$ cat src/rtl/core/casp_pkg.sv
package casp_pkg;

    localparam int MAX_WIDTH  = 256;
    localparam int MAX_HEIGHT = 256;

    // Column and row positions; sizes need one more bit to hold the maximum.
    localparam int POS_W  = $clog2(MAX_WIDTH);
    localparam int DIM_W  = 9;
    localparam int THR_W  = 4;
    localparam int ADDR_W = 4;
    localparam int DATA_W = 32;

    localparam logic [DIM_W-1:0] MIN_DIM    = DIM_W'(3);
    localparam logic [DIM_W-1:0] MAX_W_DIM  = DIM_W'(MAX_WIDTH);
    localparam logic [DIM_W-1:0] MAX_H_DIM  = DIM_W'(MAX_HEIGHT);
    localparam logic [DIM_W-1:0] RST_WIDTH  = DIM_W'(256);
    localparam logic [DIM_W-1:0] RST_HEIGHT = DIM_W'(256);
    localparam logic [THR_W-1:0] RST_THRESH = THR_W'(5);

    typedef enum logic [1:0] {
        REG_WIDTH  = 2'd0,
        REG_HEIGHT = 2'd1,
        REG_THRESH = 2'd2
    } reg_idx_t;

    // Results an item still owes: interior-lagged tile, right border of the
    // row above, bottom border tile, bottom right corner.
    typedef struct packed {
        logic corner;
        logic bottom;
        logic right;
        logic lagged;
    } pend_t;

    function automatic logic [1:0] ones3(input logic [2:0] v);
        ones3 = {1'b0, v[0]} + {1'b0, v[1]} + {1'b0, v[2]};
    endfunction

endpackage

$ cat src/rtl/core/ca_smoothing_pass_3x3.sv
// The first result of a tile passes from its input transfer through the compute stage
// registers and then into the output register.
// Throughput: one tile per cycle while the output is not stalled and the tile owes at most
// one result; a tile owing more (two at a row end below the top row or in the last row past
// its first column, four for the last tile) holds the compute stage and stalls the input
// until its last result enters the single output register, one result per cycle when free.
// Reset: counters, window and handshake state clear and the registers return to
// 256 x 256 with threshold 5; the row store RAM is not cleared.
module ca_smoothing_pass_3x3
    import casp_pkg::*;
(
    input  logic              clk,
    input  logic              rst_n,

    input  logic              psel,
    input  logic              penable,
    input  logic              pwrite,
    input  logic [ADDR_W-1:0] paddr,
    input  logic [DATA_W-1:0] pwdata,
    output logic [DATA_W-1:0] prdata,
    output logic              pready,

    input  logic              in_valid,
    output logic              in_stall,
    input  logic              land_in,

    output logic              out_valid,
    input  logic              out_stall,
    output logic              land_out,
    output logic [POS_W-1:0]  out_column,
    output logic [POS_W-1:0]  out_row,
    output logic              last_of_run,
    output logic              last_of_frame
);

    // Configuration registers
    logic [DIM_W-1:0] width_reg;
    logic [DIM_W-1:0] height_reg;
    logic [THR_W-1:0] thresh_reg;
    logic             cfg_wr;
    reg_idx_t         cfg_idx;

    assign pready  = 1'b1;
    assign cfg_wr  = psel && penable && pwrite && pready;
    assign cfg_idx = reg_idx_t'(paddr[ADDR_W-1:2]);

    always_ff @(posedge clk or negedge rst_n)
    begin
        if (!rst_n)
        begin
            width_reg  <= RST_WIDTH;
            height_reg <= RST_HEIGHT;
            thresh_reg <= RST_THRESH;
        end
        else if (cfg_wr)
        begin
            unique case (cfg_idx)
                REG_WIDTH:  width_reg  <= pwdata[DIM_W-1:0];
                REG_HEIGHT: height_reg <= pwdata[DIM_W-1:0];
                REG_THRESH: thresh_reg <= pwdata[THR_W-1:0];
                default:    ;
            endcase
        end
    end

    always_comb
    begin
        unique case (cfg_idx)
            REG_WIDTH:  prdata = DATA_W'(width_reg);
            REG_HEIGHT: prdata = DATA_W'(height_reg);
            REG_THRESH: prdata = DATA_W'(thresh_reg);
            default:    prdata = '0;
        endcase
    end

    // Sizes clamped to the supported range
    logic [DIM_W-1:0] w_eff;
    logic [DIM_W-1:0] h_eff;

    always_comb
    begin
        priority if (width_reg < MIN_DIM)   w_eff = MIN_DIM;
        else if (width_reg > MAX_W_DIM)     w_eff = MAX_W_DIM;
        else                                w_eff = width_reg;

        priority if (height_reg < MIN_DIM)  h_eff = MIN_DIM;
        else if (height_reg > MAX_H_DIM)    h_eff = MAX_H_DIM;
        else                                h_eff = height_reg;
    end

    // Input position and per-item decode at the input transfer
    logic [POS_W-1:0] col_reg;
    logic [POS_W-1:0] row_reg;
    logic [POS_W-1:0] col_next;
    logic [POS_W-1:0] row_next;
    logic             in_xfer;
    logic             last_col;
    logic             last_row;
    logic             interior;
    pend_t            pend_init;

    assign in_xfer  = in_valid && !in_stall;
    assign last_col = {1'b0, col_reg} >= (w_eff - DIM_W'(1));
    assign last_row = {1'b0, row_reg} >= (h_eff - DIM_W'(1));
    assign interior = (row_reg >= POS_W'(2)) && ({1'b0, row_reg} <= h_eff - DIM_W'(1))
                   && (col_reg >= POS_W'(2)) && ({1'b0, col_reg} <= w_eff - DIM_W'(1));

    always_comb
    begin
        pend_init.lagged = (row_reg != '0) && (col_reg != '0);
        pend_init.right  = (row_reg != '0) && last_col;
        pend_init.bottom = last_row && (col_reg != '0);
        pend_init.corner = last_row && last_col;
    end

    always_comb
    begin
        col_next = col_reg;
        row_next = row_reg;
        if (last_col)
        begin
            col_next = '0;
            row_next = last_row ? '0 : row_reg + POS_W'(1);
        end
        else
        begin
            col_next = col_reg + POS_W'(1);
        end
    end

    always_ff @(posedge clk or negedge rst_n)
    begin
        if (!rst_n)
        begin
            col_reg <= '0;
            row_reg <= '0;
        end
        else if (in_xfer)
        begin
            col_reg <= col_next;
            row_reg <= row_next;
        end
    end

    // Row store: bit 0 holds the row two above, bit 1 the row just above.
    // The entry read at a transfer is written back when that tile leaves the
    // compute stage. The next access to the same column is at least three
    // tiles later, so read and write never meet on one entry.
    logic [1:0]       row_mem [MAX_WIDTH];
    logic [1:0]       rd_reg;
    logic             mem_wr;

    // Compute stage
    logic             s1_valid_reg;
    pend_t            s1_pend_reg;
    logic             s1_land_reg;
    logic             s1_interior_reg;
    logic [POS_W-1:0] s1_col_reg;
    logic [POS_W-1:0] s1_row_reg;

    logic [5:0]       window_reg;
    logic [5:0]       window_next;
    logic [2:0]       cur;
    logic [3:0]       land_cnt;
    logic             land_calc;

    pend_t            pick;
    pend_t            pend_left;
    logic             out_free;
    logic             out_load;
    logic             s1_done;

    // Output register
    logic             out_valid_reg;
    logic             land_out_reg;
    logic [POS_W-1:0] out_column_reg;
    logic [POS_W-1:0] out_row_reg;
    logic             last_of_run_reg;
    logic             last_of_frame_reg;

    always_ff @(posedge clk)
    begin
        if (in_xfer)
        begin
            rd_reg <= row_mem[col_reg];
        end
        if (mem_wr)
        begin
            row_mem[s1_col_reg] <= {s1_land_reg, rd_reg[1]};
        end
    end

    assign cur       = {s1_land_reg, rd_reg};
    assign land_cnt  = {2'b00, ones3(window_reg[2:0])} + {2'b00, ones3(cur)}
                     + {3'b000, window_reg[3]} + {3'b000, window_reg[5]};
    assign land_calc = s1_interior_reg ? (land_cnt >= thresh_reg) : 1'b1;
    assign window_next = {cur, window_reg[5:3]};

    always_comb
    begin
        pick = '0;
        priority if (s1_pend_reg.lagged) pick.lagged = 1'b1;
        else if (s1_pend_reg.right)      pick.right  = 1'b1;
        else if (s1_pend_reg.bottom)     pick.bottom = 1'b1;
        else if (s1_pend_reg.corner)     pick.corner = 1'b1;
        else                             pick = '0;
    end

    assign pend_left = s1_pend_reg & ~pick;
    assign out_free  = !out_valid_reg || !out_stall;
    assign out_load  = s1_valid_reg && (pick != '0) && out_free;
    // The tile finishes when its last result is loaded into the output register, or at once if it owes none.
    assign s1_done   = s1_valid_reg && ((s1_pend_reg == '0) || (out_load && pend_left == '0));
    assign mem_wr    = s1_done;
    assign in_stall  = s1_valid_reg && !s1_done;

    always_ff @(posedge clk or negedge rst_n)
    begin
        if (!rst_n)
        begin
            s1_valid_reg <= 1'b0;
            s1_pend_reg  <= '0;
            window_reg   <= '0;
        end
        else
        begin
            if (s1_done)
            begin
                window_reg <= window_next;
            end
            if (in_xfer)
            begin
                s1_valid_reg <= 1'b1;
                s1_pend_reg  <= pend_init;
            end
            else if (s1_done)
            begin
                s1_valid_reg <= 1'b0;
                s1_pend_reg  <= '0;
            end
            else if (out_load)
            begin
                s1_pend_reg <= pend_left;
            end
        end
    end

    always_ff @(posedge clk)
    begin
        if (in_xfer)
        begin
            s1_land_reg     <= land_in;
            s1_interior_reg <= interior;
            s1_col_reg      <= col_reg;
            s1_row_reg      <= row_reg;
        end
    end

    always_ff @(posedge clk or negedge rst_n)
    begin
        if (!rst_n)
        begin
            out_valid_reg <= 1'b0;
        end
        else if (out_free)
        begin
            out_valid_reg <= out_load;
        end
    end

    always_ff @(posedge clk)
    begin
        if (out_load)
        begin
            land_out_reg      <= pick.lagged ? land_calc : 1'b1;
            out_column_reg    <= (pick.lagged || pick.bottom) ? s1_col_reg - POS_W'(1)
                                                              : s1_col_reg;
            out_row_reg       <= (pick.lagged || pick.right) ? s1_row_reg - POS_W'(1)
                                                             : s1_row_reg;
            last_of_run_reg   <= (pend_left == '0);
            last_of_frame_reg <= pick.corner;
        end
    end

    assign out_valid     = out_valid_reg;
    assign land_out      = land_out_reg;
    assign out_column    = out_column_reg;
    assign out_row       = out_row_reg;
    assign last_of_run   = last_of_run_reg;
    assign last_of_frame = last_of_frame_reg;

    // The row store must never be read and written at the same entry in one cycle.
    assert property (@(posedge clk) disable iff (!rst_n)
        (in_xfer && mem_wr) |-> (col_reg != s1_col_reg))
        else $error("row store read and write collide");

    // The bottom right tile always closes the burst of its input tile.
    assert property (@(posedge clk) disable iff (!rst_n)
        (out_valid_reg && last_of_frame_reg) |-> last_of_run_reg)
        else $error("frame end not at end of burst");

    // A corner tile also owes every other result.
    assert property (@(posedge clk) disable iff (!rst_n)
        (in_xfer && pend_init.corner) |=>
            (s1_pend_reg.lagged && s1_pend_reg.right && s1_pend_reg.bottom))
        else $error("corner tile with incomplete result set");

endmodule

$ cat config.mk
export PLATFORM = sky130hd
export DESIGN_NAME = ca_smoothing_pass_3x3
export DESIGN_NICKNAME = d
export VERILOG_FILES = /design/src/rtl/core/casp_pkg.sv /design/src/rtl/core/ca_smoothing_pass_3x3.sv
export SDC_FILE = /design/constraint.sdc
export NUM_CORES = 1
export LEC_CHECK = 0
export CELL_PAD_IN_SITES_DETAIL_PLACEMENT = 1
export CELL_PAD_IN_SITES_GLOBAL_PLACEMENT = 2
export CORE_ASPECT_RATIO = 1.2
export CORE_MARGIN = 2
export CORE_UTILIZATION = 47
export CTS_CLUSTER_DIAMETER = 150
export DETAILED_ROUTE_END_ITERATION = 10
export DONT_BUFFER_PORTS = 1
export PLACE_DENSITY_LB_ADDON = 0.3
export SLEW_MARGIN = 5
export SYNTH_ARGS = -nofsm -noshare
export SYNTH_HDL_FRONTEND = slang
export SYNTH_SLANG_ARGS = --single-unit
$ cat constraint.sdc
create_clock -name clk -period 8 [get_ports clk]
set_input_delay 0.4 -clock clk [delete_from_list [all_inputs] [get_ports clk]]
set_output_delay 0.4 -clock clk [all_outputs]
set_load 0.02 [all_outputs]
==> results of run 1 <==
## where the power goes
group | internal [W] | switching [W] | leakage [nW]
Clock | 0.00158 | 0.00116 | 0.891
Sequential | 0.00393 | 0.000358 | 5.55
Combinational | 0.00116 | 0.00187 | 2.62
## metrics by stage
step / cell area [sq um] / total power [W]
6_report: 28550 / 0.01005
4_1_cts: 28550 / 0.01015
2_1_floorplan: 26040 / 0.006411
3_5_place_dp: 26530 / 0.007392
3_3_place_gp: 26530 / 0.007319
5_1_grt: 28550 / 0.01052
## layout by cell type, fill, tap and decap left out, types with 22 or more instances in the layout
cell / Yosys / routed
sky130_fd_sc_hd__a21oi_1: 22 / 22
sky130_fd_sc_hd__a22oi_1: 38 / 38
sky130_fd_sc_hd__clkbuf_16: 0 / 58
sky130_fd_sc_hd__conb_1: 2 / 24
sky130_fd_sc_hd__dfrtp_1: 46 / 44
sky130_fd_sc_hd__edfxtp_1: 551 / 551
sky130_fd_sc_hd__ha_1: 37 / 37
sky130_fd_sc_hd__inv_1: 30 / 30
sky130_fd_sc_hd__mux2_2: 36 / 36
sky130_fd_sc_hd__mux4_2: 119 / 119
sky130_fd_sc_hd__nand2_1: 71 / 71
sky130_fd_sc_hd__nor2_1: 303 / 302
sky130_fd_sc_hd__o21ai_0: 30 / 30
## logic make-up (layout without fill, tap and decap cells)
| logic type | Yosys count | count (layout) |
|---|---|---|
| AOI/OAI and AO/OA | 184 | 184 |
| xor gates and xnor gates | 21 | 21 |
| adders and majority gates | 42 | 42 |
| buffers and inverters | 156 | 171 |
| DFF | 601 | 601 |
| muxes | 170 | 170 |
| other | 2 | 24 |
| and+or+nand+nor | 495 | 495 |
## routing by layer
metal  vias up  routed length (um)
met2       419               33190
met3       113                3100
met4         0                2072
met5         -                   0
li1       6352                   -
met1      7552               25450
## how the worst max path moves through the flow
stage	startpoint	endpoint	depth (start not counted)
floorplan	rd_reg[1]$_DFFE_PP_	land_out$_SDFFCE_PN1P_	12
global placement	width_reg[3]$_DFFE_PN0P_	row_reg[5]$_DFFE_PN0P_	13
detailed placement	width_reg[3]$_DFFE_PN0P_	row_reg[7]$_DFFE_PN0P_	13
CTS	width_reg[3]$_DFFE_PN0P_	row_reg[7]$_DFFE_PN0P_	13
global route	width_reg[3]$_DFFE_PN0P_	row_reg[7]$_DFFE_PN0P_	13
finish	width_reg[3]$_DFFE_PN0P_	row_reg[7]$_DFFE_PN0P_	13
## critical path, delay by kind of cell, from the launching register on
kind | cells | cell delay, ps
simple gates | 4 | 1760
fa+ha+maj | 2 | 610
compound gates | 7 | 1620
flops | 1 | 480
## area by class of cell
type / instances / area (sq um) / area share, %
well taps: 720 / 900.9 / 3.155
flip-flops and latches: 601 / 17810 / 62.37
inverters: 31 / 116.4 / 0.4075
clock buffers: 69 / 1493 / 5.228
repair buffers: 37 / 355.3 / 1.244
multi-input cells: 936 / 7503 / 26.28
clock inverters: 34 / 375.4 / 1.315
==> insert_results.sql, run 1 <==
INSERT INTO impl_metrics (metric_group, metric, value, unit) VALUES
('die', 'die_y', '261.4', 'um'),
('worst_hold_path', 'min_path_cells', '3', ''),
('placement', 'port-buffer-count', '0', ''),
('worst_hold_path', 'hold_path.class', 'in2reg', ''),
('drt', 'dr_total_vias', '14436', ''),
('global_route', 'grt_start_max_net_pins', '258', ''),
('die', 'initial_core_util', '47.46', '%'),
('sta', 'post-route-worst-setup-slack', '3476', 'ps'),
('logic_synthesis', 'synth_fa_ha_area_share', '2.131', '%'),
('placement', 'dp_cells', '2311', ''),
('sta', 'maxSlewViolCount', '0', ''),
('logic_synthesis', 'synth-main-ff-cell', 'sky130_fd_sc_hd__edfxtp_1', ''),
('setup_path', 'critical-path-slowest-cell', 'sky130_fd_sc_hd__nor2b_1', ''),
('sta', 'max_freq', '221.0', 'MHz'),
('die', 'count_of_standard_cell_rows', '94', ''),
('logic_synthesis', 'synthXorXnorAreaFrac', '0.7086', '%'),
('drt', 'route.detailed.wl_per_inst', '26.28', 'um'),
('setup_path', 'critPathLaunchType', 'flip-flop', ''),
('global_route', 'number_of_antenna_violations_at_the_first_check_in_global_routing', '0', ''),
('cts', 'worstSkewPairLatency', '610', 'ps'),
('setup_path', 'crit_path_max_fanout', '10', ''),
('logic_synthesis', 'syn_inst', '1671', ''),
('cts', 'post_cts_buffers', '0', ''),
('logic_synthesis', 'synth.distinct_cells', '68', ''),
('cts', 'cts_buffers', '57', ''),
('logic_synthesis', 'synth_area_leaders', 'sky130_fd_sc_hd__edfxtp_1, sky130_fd_sc_hd__mux4_2, sky130_fd_sc_hd__dfrtp_1, sky130_fd_sc_hd__nor2_1, sky130_fd_sc_hd__ha_1', ''),
('placement', 'hpwlAfterDp', '37900', 'um'),
('sta', 'finalSetupViolations', '0', ''),
('sta', 'final-hold-violation-count', '0', ''),
('logic_synthesis', 'synth.mux.area_fraction', '12.48', '%'),
('global_route', 'met3_usage', '2.927', '%'),
('drt', 'detail_route.drc_violations', '0', ''),
('global_route', 'grt_use_total', '22.74', '%'),
('finish', 'flow.area_growth_from_synthesis', '10.00', '%'),
('logic_synthesis', 'synth.yosys.seq_area_share', '68.58', '%'),
('logic_synthesis', 'synth-compound-area-share', '4.917', '%'),
('setup_path', 'cp_data_arrival_time', '5050', 'ps'),
('logic_synthesis', 'synthesis.area_per_instance', '15.53', 'sq um'),
('pwr', 'irDropWorstVdd', '0.0002221', 'V'),
('placement', 'place.gp.congestion', '0.7873', ''),
('drt', 'drtIter0Drc', '1402', ''),
('logic_synthesis', 'number_of_flops_mapped_to_enable_cells_by_yosys', '551', ''),
('drt', 'post_route_antenna_net_violation_count', '0', ''),
('sta', 'timing_worst_slew_pin_value', '1255', 'ps'),
('outcome', 'run_status', 'finished clean', ''),
('finish', 'largest_reg_flops', '512', ''),
('die', 'die_area', '0.05713', 'sq mm'),
('logic_synthesis', 'netlist.top_cell.by_area', 'sky130_fd_sc_hd__edfxtp_1', ''),
('sta', 'final_period_minus_worst_setup_slack', '4524', 'ps'),
('global_route', 'groute.layer.met1.usage', '28.85', '%'),
('setup_path', 'rr_endpoint', 'row_reg[7]$_DFFE_PN0P_', ''),
('finish', 'non_filler_instance_count_after_layout', '2428', ''),
('setup_path', 'rr_worst_depth', '13', ''),
('die', 'floorplan.io_pins', '98', ''),
('setup_path', 'crit_path_end_kind', 'flip-flop', ''),
('setup_path', 'reg2reg_from', 'width_reg[3]$_DFFE_PN0P_', ''),
('logic_synthesis', 'synthMostInstantiatedCell', 'sky130_fd_sc_hd__edfxtp_1', ''),
('global_route', 'grt_first_pass_wirelength', '96160', 'um'),
('cts', 'cts_resized', '0', ''),
('cts', 'tritoncts_clock_tree', 'yes', ''),
('cts', 'cts.sink_count', '601', ''),
('pwr', 'leakage', '9.056', 'nW'),
('setup_path', 'worst_path_largest_cell_delay', '740', 'ps'),
('flow_run', 'timing.max_cap.violations', '0', ''),
('placement', 'post-place-ws', '3431', 'ps'),
('finish', 'nFillCells', '5194', ''),
('cts', 'h_tree_depth', '2', ''),
('sta', 'relSlewSlack', '16.35', '%'),
('finish', 'post-route-util', '52.21', '%'),
('finish', 'drive_gt1_share', '16.51', '%'),
('logic_synthesis', 'post_synth_and_or_nand_nor_area_fraction', '8.141', '%');
(Power assumes the default switching activity.)
==> inputs of run 2 (changes only) <==
--- a/config.mk
+++ b/config.mk
@@ -5,11 +5,12 @@
 export SDC_FILE = /design/constraint.sdc
 export NUM_CORES = 1
 export LEC_CHECK = 0
+export ABC_AREA = 1
 export CELL_PAD_IN_SITES_DETAIL_PLACEMENT = 1
 export CELL_PAD_IN_SITES_GLOBAL_PLACEMENT = 2
 export CORE_ASPECT_RATIO = 1.2
 export CORE_MARGIN = 2
-export CORE_UTILIZATION = 47
+export CORE_UTILIZATION = 42
 export CTS_CLUSTER_DIAMETER = 150
 export DETAILED_ROUTE_END_ITERATION = 10
 export DONT_BUFFER_PORTS = 1
==> constraint.sdc (replaced) <==
create_clock -name clk -period 4.2 [get_ports clk]
set_input_delay 0.21 -clock clk [delete_from_list [all_inputs] [get_ports clk]]
set_output_delay 0.21 -clock clk [all_outputs]
set_load 0.02 [all_outputs]
==> run 2 against run 1 <==
- maximum frequency is 22% higher
- via count increased by 36%
- register-to-register slack lost 3000 ps
- non-clock buffer count up 11
==> insert_results.sql, run 2 <==
INSERT INTO impl_metrics (metric_group, metric, value, unit) VALUES
('outcome', 'run_status', 'finished clean', ''),
('cts', 'cts_resized', '0', ''),
('setup_path', 'worst_path_largest_cell_delay', '550', 'ps'),
('logic_synthesis', 'syn_area', '0.02775', 'sq mm'),
('cts', 'root_buffer', 'sky130_fd_sc_hd__clkbuf_16', ''),
('logic_synthesis', 'synth-main-ff-cell', 'sky130_fd_sc_hd__edfxtp_1', ''),
('drt', 'detail_route.drc_violations', '0', ''),
('logic_synthesis', 'synth_largest_type_area_fraction', '59.63', '%'),
('placement', 'port-buffer-count', '0', ''),
('drt', 'dr.pass1.iters', '7', ''),
('drt', 'dr_total_vias', '19668', ''),
('logic_synthesis', 'syn_inst', '2808', ''),
('die', 'die_y', '285.6', 'um'),
('global_route', 'grt_start_max_net_pins', '258', ''),
('cts', 'cts_buffers', '61', ''),
('global_route', 'grt_first_pass_wirelength', '122500', 'um'),
('die', 'count_of_standard_cell_rows', '103', ''),
('finish', 'flow.area_growth_from_synthesis', '10.27', '%'),
('finish', 'largest_reg_flops', '512', ''),
('cts', 'clock_tree.buffer_depth', '3', ''),
('worst_hold_path', 'hold_path.class', 'in2reg', ''),
('finish', 'nets_final', '2863', ''),
('logic_synthesis', 'synth.yosys.seq_area_share', '64.16', '%'),
('sta', 'finalSetupViolations', '0', ''),
('die', 'chipWidth', '238.6', 'um'),
('drt', 'drtIter0Drc', '1361', ''),
('logic_synthesis', 'synthesis.area_per_instance', '9.881', 'sq um'),
('global_route', 'number_of_antenna_violations_at_the_first_check_in_global_routing', '0', ''),
('setup_path', 'cp_data_arrival_time', '4090', 'ps'),
('drt', 'topRoutingLayerUsed', 'met4', ''),
('pwr', 'leakage', '11.72', 'nW'),
('drt', 'route.detailed.wl_per_inst', '21.84', 'um'),
('sta', 'maxSlewViolCount', '0', ''),
('setup_path', 'critPathKind', 'reg2reg', ''),
('placement', 'hpwlAfterDp', '48060', 'um'),
('logic_synthesis', 'synth-seq-cells', '601', ''),
('setup_path', 'worst-endpoint-required', '4580', 'ps'),
('finish', 'layout.cells.most_common_list', 'sky130_fd_sc_hd__nand2_1, sky130_fd_sc_hd__edfxtp_1, sky130_fd_sc_hd__nor2_1', ''),
('sta', 'setup_repair_after_global_routing_missed_its_margin', 'false', ''),
('logic_synthesis', 'ys.warnings.count', '0', ''),
('drt', 'wirelength', '80170', 'um'),
('logic_synthesis', 'synth_area_leaders', 'sky130_fd_sc_hd__edfxtp_1, sky130_fd_sc_hd__nand2_1, sky130_fd_sc_hd__nor2_1, sky130_fd_sc_hd__dfrtp_1, sky130_fd_sc_hd__o21ai_0', ''),
('global_route', 'grt_use_total', '23.70', '%'),
('drt', 'wirelength_met1', '32520', 'um'),
('sta', 'timing_worst_slew_pin_value', '1163', 'ps'),
('global_route', 'globalRouteOverflowTotal', '0', ''),
('die', 'die_area', '0.06814', 'sq mm'),
('logic_synthesis', 'post_synth_most_frequent_cells', 'sky130_fd_sc_hd__nand2_1, sky130_fd_sc_hd__edfxtp_1, sky130_fd_sc_hd__nor2_1', ''),
('pwr', 'totalPowerFinal', '0.02147', 'W'),
('logic_synthesis', 'synthMostInstantiatedCell', 'sky130_fd_sc_hd__nand2_1', ''),
('pwr', 'irDropWorstVdd', '0.0006667', 'V'),
('cts', 'cts.sink_count', '601', ''),
('sta', 'relSlewSlack', '22.47', '%'),
('finish', 'count_of_antenna_diodes_in_the_layout', '0', ''),
('sta', 'finalHoldWorstSlack', '35.37', 'ps'),
('setup_path', 'crit_path_max_fanout', '2', ''),
('setup_path', 'cp_cell_sequence', 'fa_1 -> inv_1 -> fa_1 -> fa_1 -> inv_1 -> ha_1 -> fa_1 -> ha_1 -> o21a_1 -> o21a_1 -> o21ai_1 -> nand3_1', ''),
('cts', 'worstSkewPairLatency', '640', 'ps'),
('sta', 'final_min_period_over_clock_period', '88.42', '%'),
('global_route', 'vias_in_the_first_global_route', '20847', ''),
('drt', 'vias_per_cell', '5.359', ''),
('cts', 'tritoncts_clock_tree', 'yes', ''),
('pwr', 'total_power_density_per_cell_area', '701.8', 'mW/mm^2'),
('setup_path', 'critPathLaunchType', 'flip-flop', ''),
('setup_path', 'critical-path-slowest-cell', 'sky130_fd_sc_hd__fa_1', ''),
('logic_synthesis', 'number_of_flops_mapped_to_enable_cells_by_yosys', '551', ''),
('sta', 'max_freq', '269.3', 'MHz'),
('cts', 'clk_pin_slew_worst_paths', '60', 'ps'),
('sta', 'timing.setup.tns', '0', 'ps'),
('setup_path', 'crit_path_end_kind', 'flip-flop', ''),
('die', 'initial_core_util', '42.30', '%'),
('logic_synthesis', 'ys_async_sr_fraction', '8.319', '%'),
('logic_synthesis', 'synth.distinct_cells', '49', ''),
('sta', 'final_period_minus_worst_setup_slack', '3714', 'ps'),
('flow_run', 'timing.max_cap.violations', '0', ''),
('setup_path', 'crit_path_frequent_cell', 'sky130_fd_sc_hd__fa_1', ''),
('die', 'floorplan.io_pins', '98', ''),
('finish', 'layout_commonest_cell', 'sky130_fd_sc_hd__nand2_1', ''),
('drt', 'wl_met3', '3533', 'um'),
('finish', 'drive_gt1_share', '5.866', '%'),
('logic_synthesis', 'netlist.top_cell.by_area', 'sky130_fd_sc_hd__edfxtp_1', ''),
('sta', 'final.setup_skew', '17.42', 'ps'),
('placement', 'place.gp.congestion', '0.8447', ''),
('cts', 'h_tree_depth', '2', ''),
('drt', 'post_route_antenna_net_violation_count', '0', ''),
('die', 'fp.coreArea', '0.06560', 'sq mm'),
('sta', 'final-hold-violation-count', '0', ''),
('drt', 'met2_length', '41560', 'um');
## run 2: logic make-up (layout without fill, tap and decap cells)
logic type,after synthesis,in the layout,share of synthesized area (%)
AND/OR/NAND/NOR,1467,1467,21.79
flip-flops,601,601,64.16
buffers and inverters,395,395,5.894
AO/OA/AOI/OAI,269,269,5.123
adder cells (fa/ha/maj),41,41,1.957
XOR/XNOR,32,32,1.010
other,2,24,0.02707
multiplexers,1,1,0.03608
## run 2: cell type report
| class | count | area [sq um] |
|---|---|---|
| fillers | 7197 | 35000 |
| inverters | 232 | 880.8 |
| repair buffers | 48 | 505.5 |
| clock inverters | 39 | 346.6 |
| clock buffers | 76 | 1593 |
| multi-input cells | 1834 | 8409 |
| well taps | 840 | 1051 |
| flip-flops and latches | 601 | 17810 |
## run 2: through the flow
| step | area (sq um) | worst slack, ps | utilization (%) | instances |
|---|---|---|---|---|
| 3_5_place_dp | 28480 | 486.0 | 43.41 | 3539 |
| 2_1_floorplan | 27830 | -2436 | - | 2830 |
| 5_1_grt | 30600 | 235.5 | 46.64 | 3670 |
| 6_report | 30600 | 486.4 | 46.64 | 3670 |
| 3_3_place_gp | 28480 | 495.9 | 43.41 | 3539 |
| 4_1_cts | 30600 | 451.8 | 46.64 | 3670 |
## run 2: worst paths after layout
| path | startpoint | to | slack (ps) | cells past startpoint |
|---|---|---|---|---|
| max | rd_reg[0]$_DFFE_PP_ | land_out$_SDFFCE_PN1P_ | 490 | 12 |
| min | paddr[3] | thresh_reg[2]$_DFFE_PN1P_ | 40 | 4 |
| max reg2reg | rd_reg[0]$_DFFE_PP_ | land_out$_SDFFCE_PN1P_ | 490 | 12 |
| min reg2reg | window_reg[2]$_DFFE_PN0P_ | window_reg[2]$_DFFE_PN0P_ | 500 | 2 |
| max in group asynchronous | rst_n | height_reg[8]$_DFFE_PN1P_ | 3790 | 2 |
| min in group asynchronous | rst_n | row_reg[5]$_DFFE_PN0P_ | 110 | 2 |
## run 2: what timing repair did
action / 4_1_cts / 5_1_grt
hold buffers: 16 / 0
endpoints found under the hold margin: 90 / 0
setup buffers: 0 / 0
endpoints found under the setup margin: 0 / 0
## run 2: power breakdown
| part | switching (W) | internal, W | leakage [nW] | total [W] |
|---|---|---|---|---|
| clock network | 0.00237 | 0.00300 | 0.947 | 0.00538 |
| registers | 0.000581 | 0.00761 | 5.61 | 0.00820 |
| logic | 0.00581 | 0.00209 | 5.17 | 0.00790 |
| total | 0.00876 | 0.0127 | 11.7 | 0.0215 |
## run 2: layer usage
| layer | vias to the layer above | track usage, % |
|---|---|---|
| met5 | - | 0 |
| met4 | 0 | 7.641 |
| met3 | 127 | 3.194 |
| met2 | 426 | 43.08 |
| met1 | 9929 | 28.98 |
| li1 | 9186 | - |
## run 2: worst max-delay path: cells and delay by family, from the launching register on
family | cells | cell delay (ps)
buf+inv | 2 | 100
simple gates | 1 | 90
flops | 1 | 410
compound gates | 3 | 380
fa+ha+maj | 6 | 2470
==> inputs of run 3 (changes only) <==
--- a/config.mk
+++ b/config.mk
@@ -10,11 +10,12 @@
 export CELL_PAD_IN_SITES_GLOBAL_PLACEMENT = 2
 export CORE_ASPECT_RATIO = 1.2
 export CORE_MARGIN = 2
-export CORE_UTILIZATION = 42
+export CORE_UTILIZATION = 43
+export CTS_BUF_LIST = sky130_fd_sc_hd__clkbuf_8
 export CTS_CLUSTER_DIAMETER = 150
 export DETAILED_ROUTE_END_ITERATION = 10
 export DONT_BUFFER_PORTS = 1
-export PLACE_DENSITY_LB_ADDON = 0.3
+export PLACE_DENSITY = 0.89
 export SLEW_MARGIN = 5
 export SYNTH_ARGS = -nofsm -noshare
 export SYNTH_HDL_FRONTEND = slang
==> run 3 against run 2 <==
- count of clock-buffer cells in the layout is 21 higher
- via count is 2.5% higher
- routed wire length is 0.28% higher
- clock power is 12% lower
- die area is 2.3% lower
- setup slack worse by 33 ps
- maximum frequency is 0.87% lower
- register-to-register slack worse by 30 ps
- hold slack better by 18 ps
- sequential share of layout area is 0.33 points higher
- sequential power hardly changed
- critical endpoint unchanged
==> insert_results.sql, run 3 (same netlist as run 2, synthesis figures left out) <==
INSERT INTO impl_metrics (metric_group, metric, value, unit) VALUES
('placement', 'dp_cells', '3529', ''),
('pwr', 'leakage', '11.79', 'nW'),
('cts', 'tritoncts_clock_tree', 'yes', ''),
('drt', 'post_route_antenna_net_violation_count', '0', ''),
('finish', 'multiInputGateArea', '0.008404', 'sq mm'),
('global_route', 'grt_use_total', '24.21', '%'),
('sta', 'relSlewSlack', '22.45', '%'),
('setup_path', 'beginning_of_the_critical_path', 'rd_reg[0]$_DFFE_PP_', ''),
('setup_path', 'crit_path_frequent_cell', 'sky130_fd_sc_hd__fa_1', ''),
('pwr', 'total_power_density_per_cell_area', '687.4', 'mW/mm^2'),
('setup_path', 'reg2reg_from', 'rd_reg[0]$_DFFE_PP_', ''),
('cts', 'worstSkewPairLatency', '700', 'ps'),
('placement', 'port-buffer-count', '0', ''),
('die', 'chipWidth', '235.9', 'um'),
('setup_path', 'crit_path_end_kind', 'flip-flop', ''),
('die', 'die_y', '282.3', 'um'),
('placement', 'hpwlAfterDp', '48300', 'um'),
('finish', 'layout_commonest_cell', 'sky130_fd_sc_hd__nand2_1', ''),
('sta', 'final.setup_skew', '37.06', 'ps'),
('setup_path', 'regToRegSetupSlack', '450', 'ps'),
('die', 'count_of_standard_cell_rows', '102', ''),
('setup_path', 'worst_path_largest_cell_delay', '570', 'ps'),
('finish', 'non_filler_instance_count_after_layout', '3711', ''),
('sta', 'timing_worst_slew_pin_value', '1163', 'ps'),
('global_route', 'globalRouteOverflowTotal', '0', ''),
('sta', 'post-route-worst-setup-slack', '453.6', 'ps'),
('global_route', 'grt_first_pass_wirelength', '122400', 'um'),
('setup_path', 'worst-endpoint-required', '4620', 'ps'),
('drt', 'detail_route.drc_violations', '0', ''),
('drt', 'wirelength', '80390', 'um'),
('cts', 'hold_bufs_inserted_after_cts', '18', ''),
('setup_path', 'cp_data_arrival_time', '4170', 'ps'),
('sta', 'final_period_minus_worst_setup_slack', '3746', 'ps'),
('setup_path', 'critPathLaunchType', 'flip-flop', ''),
('cts', 'post_cts_buffers', '0', ''),
('cts', 'root_buffer', 'sky130_fd_sc_hd__clkbuf_8', ''),
('setup_path', 'critical-path-slowest-cell', 'sky130_fd_sc_hd__fa_1', ''),
('flow_run', 'timing.max_cap.violations', '0', ''),
('sta', 'max_freq', '266.9', 'MHz'),
('finish', 'nFillCells', '7097', ''),
('cts', 'clk_pin_slew_worst_paths', '60', 'ps'),
('outcome', 'run_status', 'finished clean', ''),
('setup_path', 'cp_cell_sequence', 'fa_1 -> inv_1 -> fa_1 -> fa_1 -> inv_1 -> ha_1 -> fa_1 -> ha_1 -> o21a_1 -> o21a_1 -> o21ai_1 -> nand3_1', ''),
('global_route', 'vias_in_the_first_global_route', '21381', ''),
('sta', 'final_min_period_over_clock_period', '89.20', '%'),
('cts', 'cts_buffers', '92', ''),
('drt', 'drtIter0Drc', '1484', ''),
('finish', 'area.sequential', '0.01781', 'sq mm'),
('die', 'fp.coreArea', '0.06419', 'sq mm'),
('global_route', 'number_of_antenna_violations_at_the_first_check_in_global_routing', '1', ''),
('placement', 'place.gp.congestion', '0.8578', ''),
('finish', 'layout.cells.most_common_list', 'sky130_fd_sc_hd__nand2_1, sky130_fd_sc_hd__edfxtp_1, sky130_fd_sc_hd__nor2_1', ''),
('drt', 'route.detailed.wl_per_inst', '21.66', 'um'),
('setup_path', 'critPathKind', 'reg2reg', ''),
('drt', 'dr.pass1.iters', '5', ''),
('finish', 'largest_reg_flops', '512', ''),
('finish', 'flow.area_growth_from_synthesis', '9.641', '%'),
('cts', 'cts.sink_count', '601', ''),
('global_route', 'grt_start_max_net_pins', '258', ''),
('die', 'initial_core_util', '43.22', '%'),
('sta', 'finalSetupViolations', '0', ''),
('worst_hold_path', 'hold_path.class', 'in2async', ''),
('placement', 'post-place-ws', '469.3', 'ps'),
('cts', 'clock_tree.buffer_depth', '3', ''),
('finish', 'drive_gt1_share', '6.602', '%'),
('sta', 'setup_repair_after_global_routing_missed_its_margin', 'false', ''),
('die', 'floorplan.io_pins', '98', ''),
('cts', 'h_tree_depth', '3', ''),
('die', 'die_area', '0.06658', 'sq mm'),
('cts', 'cts_resized', '0', ''),
('pwr', 'irDropWorstVdd', '0.0006683', 'V'),
('sta', 'maxSlewViolCount', '0', ''),
('drt', 'dr_total_vias', '20157', ''),
('setup_path', 'crit_path_max_fanout', '2', ''),
('setup_path', 'rr_worst_depth', '12', ''),
('sta', 'final-hold-violation-count', '0', ''),
('finish', 'post-route-util', '47.39', '%'),
('drt', 'vias_per_cell', '5.432', ''),
('finish', 'nets_final', '2894', '');
run 3: changes by cell type in the layout (fill, tap and decap cells not counted), moves of 2 or more:
cell	before	now
sky130_fd_sc_hd__buf_4	25	21
sky130_fd_sc_hd__buf_12	7	9
sky130_fd_sc_hd__clkbuf_16	61	0
sky130_fd_sc_hd__inv_1	227	259
sky130_fd_sc_hd__clkbuf_1	14	0
sky130_fd_sc_hd__dlygate4sd3_1	15	17
sky130_fd_sc_hd__clkbuf_8	1	97
sky130_fd_sc_hd__clkinvlp_4	4	2
sky130_fd_sc_hd__clkinv_1	11	15
sky130_fd_sc_hd__clkinv_2	14	9
run 3: power by group:
part	switching [W]	internal (W)
Clock	0.00229	0.00244
Combinational	0.00585	0.00213
Sequential	0.000590	0.00762
run 3: path summary, 6_finish.rpt:
kind | endpoint
max | land_out$_SDFFCE_PN1P_
min | width_reg[5]$_DFFE_PN0P_
max in group asynchronous | thresh_reg[2]$_DFFE_PN1P_
min reg2reg | window_reg[2]$_DFFE_PN0P_
min in group clk | thresh_reg[2]$_DFFE_PN1P_
max reg2reg | land_out$_SDFFCE_PN1P_
run 3: area by class of cell:
class | count | share of cell area, %
Inverter | 232 | 2.895
Antenna cell | 1 | 0.008226
Clock inverter | 66 | 1.357
Timing Repair Buffer | 48 | 1.760
Clock buffer | 97 | 4.388
Tap cell | 832 | 3.422
Sequential cell | 601 | 58.54
Multi-Input combinational cell | 1834 | 27.63
run 3: metal layers:
layer	GRT usage, %	up-vias	share of wire (%)
met5	0	-	0
met4	11.04	0	4.2
met3	3.425	176	5.1
met2	44.67	591	52
met1	27.88	10139	38
li1	-	9251	-
run 3: critical path, delay by kind of cell, from the launching register on:
kind | cells | cell delay, ps
adder cells (fa/ha/maj) | 6 | 2500
buffers and inverters | 2 | 110
AND/OR/NAND/NOR | 1 | 80
AO/OA/AOI/OAI | 3 | 380
flip-flops | 1 | 420
run 3: stage by stage:
| step | total power (W) | TNS, ps | hold slack [ps] | area [sq um] |
|---|---|---|---|---|
| 2_1_floorplan | 0.01342 | -2436 | -85.59 | 27830 |
| 3_3_place_gp | 0.01593 | 0 | -84.02 | 28470 |
| 3_5_place_dp | 0.01627 | 0 | -83.94 | 28470 |
| 4_1_cts | 0.02104 | 0 | 18.49 | 30420 |
| 5_1_grt | 0.02212 | 0 | 67.94 | 30420 |
| 6_report | 0.02091 | 0 | 53.10 | 30420 |
